$ cat config.mk
export PLATFORM = sky130hd
export DESIGN_NAME = gir_xform
export DESIGN_NICKNAME = d
export VERILOG_FILES = /design/src/gir_pkg.sv /design/src/gir_xform.sv
export SDC_FILE = /design/constraint.sdc
export NUM_CORES = 2
export LEC_CHECK = 0
export BUFFER_PORTS_ARGS = -buffer_cell sky130_fd_sc_hd__buf_2
export CORE_ASPECT_RATIO = 0.5
export CORE_MARGIN = 5
export CORE_UTILIZATION = 30
export CTS_BUF_LIST = sky130_fd_sc_hd__clkbuf_8 sky130_fd_sc_hd__clkbuf_16
export DETAILED_ROUTE_END_ITERATION = 16
export PLACE_DENSITY_LB_ADDON = 0.08
export SLEW_MARGIN = 20
export SYNTH_ARGS = -nofsm -noshare
export SYNTH_HDL_FRONTEND = slang
export SYNTH_SLANG_ARGS = --single-unit
$ cat constraint.sdc
create_clock -name clk -period 8.6 [get_ports clk]
set_input_delay 0.86 -clock clk [delete_from_list [all_inputs] [get_ports clk]]
set_output_delay 0.86 -clock clk [all_outputs]
set_load 0.05 [all_outputs]
$ cat src/gir_pkg.sv
`timescale 1ns / 1ps

package gir_pkg;

  // Default frame geometry and coefficient format
  localparam int MAX_WIDTH_DEF  = 256;
  localparam int MAX_HEIGHT_DEF = 256;
  localparam int FRAC_BITS_DEF  = 14;

  // Register reset values
  localparam logic [8:0]         WIDTH_RST  = 9'd256;
  localparam logic [8:0]         HEIGHT_RST = 9'd256;
  localparam logic signed [15:0] COS_RST    = 16'sd8607;
  localparam logic signed [15:0] SIN_RST    = 16'sd13941;

  // Register and port widths
  localparam int SIZE_REG_W = 9;
  localparam int COEF_W     = 16;
  localparam int CFG_DATA_W = 16;
  localparam int PIX_W      = 8;

  // floor(sum / 3) for sum <= 765: (sum * 683) >> 11
  localparam int DIV3_MUL   = 683;
  localparam int DIV3_SHIFT = 11;
  localparam int SUM_W      = 10;
  localparam int DIV3_PW    = 21;

  // Configuration register map
  typedef enum logic [1:0] {
    REG_WIDTH  = 2'd0,
    REG_HEIGHT = 2'd1,
    REG_COS    = 2'd2,
    REG_SIN    = 2'd3
  } cfg_reg_t;

  // Control tag that travels with each item through the mapping stages
  typedef struct packed {
    logic vld;    // stage holds an item
    logic rd;     // read item (else store item)
    logic wr_ok;  // store lands on the frame
  } tag_t;

  // Active size: zero counts as one, above the frame counts as the frame
  function automatic int clamp_size(logic [8:0] v, int maxv);
    int s;
    s = int'(v);
    if (s < 1) s = 1;
    if (s > maxv) s = maxv;
    return s;
  endfunction

endpackage

$ cat src/gir_xform.sv
`timescale 1ns / 1ps

module gir_xform #(
  parameter int DW        = 9,   // signed width of dx, dy
  parameter int CW        = 8,   // width of the center coordinates
  parameter int FRAC_BITS = 14,
  parameter int TW        = 12   // signed width of the mapped source coordinate
) (
  input  logic                     clk,
  input  logic                     rst_n,
  input  logic                     adv,
  input  gir_pkg::tag_t            tag_i,
  input  logic signed [DW-1:0]     dx_i,
  input  logic signed [DW-1:0]     dy_i,
  input  logic signed [15:0]       cos_i,
  input  logic signed [15:0]       sin_i,
  input  logic [CW-1:0]            cx_i,
  input  logic [CW-1:0]            cy_i,
  output gir_pkg::tag_t            tag_o,
  output logic signed [TW-1:0]     xs_o,
  output logic signed [TW-1:0]     ys_o
);
  import gir_pkg::*;

  localparam int PW = COEF_W + DW;
  localparam int SW = TW + FRAC_BITS;
  localparam logic [SW-1:0] BIAS = SW'((1 << FRAC_BITS) - 1);

  tag_t tag1_r, tag2_r, tag3_r;
  logic signed [PW-1:0] p_xc_r, p_ys_r, p_xs_r, p_yc_r;
  logic signed [SW-1:0] sum_x_r, sum_y_r;
  logic [SW-1:0] sum_x_nxt, sum_y_nxt, tr_x, tr_y;

  // Rotation sums with the center added back in fixed point
  assign sum_x_nxt = SW'(p_xc_r) + SW'(p_ys_r) + SW'({cx_i, {FRAC_BITS{1'b0}}});
  assign sum_y_nxt = SW'(p_yc_r) - SW'(p_xs_r) + SW'({cy_i, {FRAC_BITS{1'b0}}});

  // Truncate toward zero: bias negatives before the arithmetic shift
  assign tr_x = sum_x_r + (sum_x_r[SW-1] ? BIAS : '0);
  assign tr_y = sum_y_r + (sum_y_r[SW-1] ? BIAS : '0);

  // Tag pipeline
  always_ff @(posedge clk) begin
    if (!rst_n) begin
      tag1_r <= '0;
      tag2_r <= '0;
      tag3_r <= '0;
    end else if (adv) begin
      tag1_r <= tag_i;
      tag2_r <= tag1_r;
      tag3_r <= tag2_r;
    end
  end

  // Products, sums, truncation
  always_ff @(posedge clk) begin
    if (adv) begin
      p_xc_r  <= cos_i * dx_i;
      p_ys_r  <= sin_i * dy_i;
      p_xs_r  <= sin_i * dx_i;
      p_yc_r  <= cos_i * dy_i;
      sum_x_r <= sum_x_nxt;
      sum_y_r <= sum_y_nxt;
      xs_o    <= TW'($signed(tr_x) >>> FRAC_BITS);
      ys_o    <= TW'($signed(tr_y) >>> FRAC_BITS);
    end
  end

  assign tag_o = tag3_r;

endmodule

; Word-level counts from Yosys, hierarchy flattened
; Cells that the tools add are included.
[word_totals]
word_cells = 29
inputBits = 72
out_inout_bits = 27
register_bits = 185
[op_classes]
n_addsub = 6
mul = 4
mux = 2
[op_table]
columns = operator, count
row1 = 16-bit by 9-bit multiplier with 25-bit output, 4
row2 = 26-bit by 14-bit adder with 26-bit output, 2
row3 = 26-bit by 22-bit adder with 26-bit output, 2
row4 = 14-bit 2-to-1 mux, 2
row5 = 25-bit by 25-bit adder with 26-bit output, 1
row6 = 25-bit by 25-bit subtractor with 26-bit output, 1

; Depth between registers and ports, before layout
[depth]
depth_word = 2
ltp_mapped = 20
ltp_nobuf = 19

; Worst setup path after synthesis
; No wires, ideal clock.
[synth_timing]
path_kind = input to register
startpoint = input port dx_i[0]
endpoint = register p_xc_r[23] (data pin)
slack_ns = 2.640
setup_time_ns = 0.270
t_required_ns = 8.330
t_arrival_ns = 5.690
path_stages = 19
n_path_buf = 1
cell_sequence = clkbuf_1 -> nand2_1 -> fa_1 -> inv_1 -> fa_1 -> inv_1 -> fa_1 -> inv_1 -> fa_1 -> fa_1 -> ha_1 -> a21oi_1 -> o21ai_0 -> a21oi_1 -> o21ai_0 -> a211oi_1 -> o211ai_1 -> nand4_1 -> or3b_2
[synth_via]
elab_chain_len = 1
[synth_rtl]
columns = element, line_no
row1 = from (decl), gir_xform.sv:13  ; input logic signed [DW-1:0] dx_i,
row2 = 16-bit by 9-bit multiplier with 25-bit output, gir_xform.sv:58  ; p_xc_r <= cos_i * dx_i;
row3 = to (signal assigned), gir_xform.sv:58
row4 = to (decl), gir_xform.sv:30  ; logic signed [PW-1:0] p_xc_r, p_ys_r, p_xs_r, p_yc_r;
; Every way passes these cells.
; A chain may end at the register's enable or synchronous reset.

; Worst setup path after layout
; Same ends and word-level chain as after synthesis.

==> run summary <==
status -> complete, no violations
Sw Pwr -> 6.91 mW
Final Setup Violations -> 0
sequential share of the synthesized area -> 18.6%
Post-synth top cells -> fa_1, inv_1, ha_1
Worst-Skew Late Latency -> 0.53 ns
clock power share -> 6.0%
Hold-fix buffers, CTS -> 0
largest net degree at the start of global routing -> 100
Seq cells post-synth -> 185
vias in the first global route -> 20300
Synth area leader -> fa_1
Initial Util -> 30.1%
sw frac -> 49.9%
Final #Nets -> 3817
P per Cell Area -> 435 nW/um^2
synth unique cells -> 75
Crit. End Element -> flip-flop
post-synthesis average cell area -> 10.1 sq um
Detail Route Antenna Nets -> 0
slew at the pin with the worst max-slew slack -> 1.11 ns
Core Util, Final -> 32.7%
die height -> 231 um
sequential share of power -> 16.0%
Leak Pwr -> 15.2 nW
Worst EP required -> 8.87 ns
f_max -> 147 MHz
Antenna diodes -> 0
initial antenna violation count -> 3
R2R setup slack -> 4.24 ns
CTS tree -> done
count leader, synth -> fa_1
Tcrit/Tclk final -> 78.9%
Final HPWL DP -> 59300 um
CTS Buf Count -> 17
via count -> 19600
HP Start -> tag_o[2]
combinational group share of total power -> 78.1%
Hold Path Cell Cnt -> 2
number of I/O port buffers -> 98
root buf cell -> clkbuf_16
Placed Area -> 31300 sq um
first-pass GRT wire length -> 124000 um
WHS -> 0.513 ns
Starting DRT DRC Count -> 1215
Worst Hold End -> tag_o[2]
core area -> 97400 sq um
grt total ovfl -> 0
Async SR Flop Fraction -> 0%
post-synthesis cell count -> 2900
Area growth, synth to finish -> 8.43%
DRC Markers -> 0
share of cells above drive strength 1 -> 5.77%
post-route setup TNS -> 0 ns
YS warnings -> 0
syn nets -> 3782
final instance area -> 31800 sq um
Clk pin slew, worst setup/hold paths -> 0.08 ns
worst reg2reg path startpoint -> p_xs_r[14]
DIE WIDTH -> 452 um
final hold violation count -> 0
Post-synth EDFFs -> 176
Crit Path Max Fanout -> 32
Clock Path Buffers -> 2
R2R depth -> 11
Layout Skew -> 0.0109 ns
max-slew violations -> 0
post-CTS setup buffer count -> 0
worst min path class -> flip-flop to flip-flop
synthesized area -> 29400 sq um
Detailed Routing Iterations Pass 1 -> 5
Synth area leaders -> fa_1, edfxtp_1, ha_1, inv_1, and2_1
CTS Sinks -> 185
post-detailed-route wirelength per cell -> 18.0 um
share of the synthesized area in the top cell type -> 33.7%
Worst Path Arrival -> 7.05 ns
total track usage -> 15.5%
WL final -> 76800 um
Crit Path Class -> input pin to flip-flop
GP Congestion -> 0.751
CTS H-tree depth -> 4
# IOs -> 99
Via density -> 4.59
P_int -> 6.93 mW
crit path time final -> 6.78 ns
RSZ-0062 raised after global routing -> false
Post-CTS Resized -> 0
Most used DFF post-synth -> edfxtp_1
Worst R2R End -> sum_y_r[25]
VDD IR max -> 196 uV
Worst slew margin -> 25.5%
Row Count -> 81
Die ar. -> 105000 sq um
Max-Cap Viols -> 0
type of origin of the critical path -> input pin
## through the flow
step	power (mW)	cells	worst slack (ns)
floorplan	10.3	2900	2.64
global placement	13.1	4244	1.44
detailed placement	13.1	4244	1.39
CTS	14.0	4276	1.95
global route	15.5	4276	1.58
finish	13.8	4276	1.82
## kinds of logic (layout without fill, tap and decap cells)
logic type | after synthesis | count (layout) | share of synthesized area, %
AOI/OAI and AO/OA | 320 | 320 | 7.41
xor gates and xnor gates | 151 | 151 | 4.50
adders and majority gates | 810 | 810 | 47.2
buffers and inverters | 568 | 616 | 7.26
DFF | 185 | 185 | 18.6
muxes | 13 | 13 | 0.452
and+or+nand+nor | 853 | 853 | 14.6
## power by group through the flow
stage,Combinational [mW],Clock (mW),Sequential [mW]
2_1_floorplan,7.94,0,2.31
3_3_place_gp,10.8,0,2.24
3_5_place_dp,10.8,0,2.24
4_1_cts,10.9,0.873,2.22
5_1_grt,12.4,0.899,2.26
6_report,10.8,0.824,2.21
## sequential cells by signal, indices dropped and copies added (netlist names)
| name | flops |
|---|---|
| p_xc_r | 25 |
| p_xs_r | 25 |
| p_yc_r | 25 |
| p_ys_r | 25 |
| sum_x_r | 26 |
| sum_y_r | 26 |
| tag1_r | 3 |
| tag2_r | 3 |
| tag_o | 3 |
| xs_o | 12 |
| ys_o | 12 |
## metal layers
layer	vias up	track usage, %	wire length (um)	share of wire [%]
met5	-	0	0	0
li1	9387	-	-	-
met4	0	1.99	449	0.58
met1	9842	26.3	44100	57
met3	25	2.67	3420	4.4
met2	365	20.4	28900	38
## cells in the final DEF, fill, tap and decap left out, types with 26 or more instances in the layout
| cell type | count |
|---|---|
| nand3_1 | 34 |
| o21bai_1 | 26 |
| nand2_1 | 300 |
| edfxtp_1 | 176 |
| ha_1 | 316 |
| nor3_1 | 26 |
| xnor2_1 | 108 |
| inv_1 | 471 |
| a21oi_1 | 92 |
| fa_1 | 494 |
| buf_2 | 97 |
| and2_1 | 268 |
| nor2_1 | 114 |
| o21ai_0 | 46 |
| a21o_1 | 49 |
| xor2_1 | 43 |
## critical path, stage by stage
cell      delay, ns
buf_2          0.63
nand2_1        0.18
fa_1           0.58
inv_1          0.06
fa_1           0.50
inv_1          0.05
fa_1           0.53
inv_1          0.05
fa_1           0.38
fa_1           0.40
ha_1           0.34
a21oi_1        0.22
o21ai_0        0.14
a21oi_1        0.31
o21ai_0        0.30
a211oi_1       0.61
o211ai_1       0.30
nand4_1        0.16
or3b_2         0.45
## area by class of cell
type | instances | area [sq um]
inverter | 472 | 1770
tap | 1328 | 1660
timing repair buffer | 112 | 617
fill | 10100 | 65600
clock buffer | 17 | 425
sequential | 185 | 5470
multi-input combinational | 2147 | 21800
clock inverter | 15 | 133
## worst max-delay path by stage
stage,from,endpoint,slack [ns],cells after the start
6_report,dx_i[0],p_xc_r[23],1.82,19
3_5_place_dp,dx_i[0],p_xc_r[23],1.39,19
2_1_floorplan,dx_i[0],p_xc_r[23],2.64,19
4_1_cts,dx_i[0],p_xc_r[23],1.95,19
3_3_place_gp,dx_i[0],p_xc_r[23],1.44,20
5_1_grt,dx_i[0],p_xc_r[23],1.58,19
No activity file was read; power rests on OpenSTA's default activity.
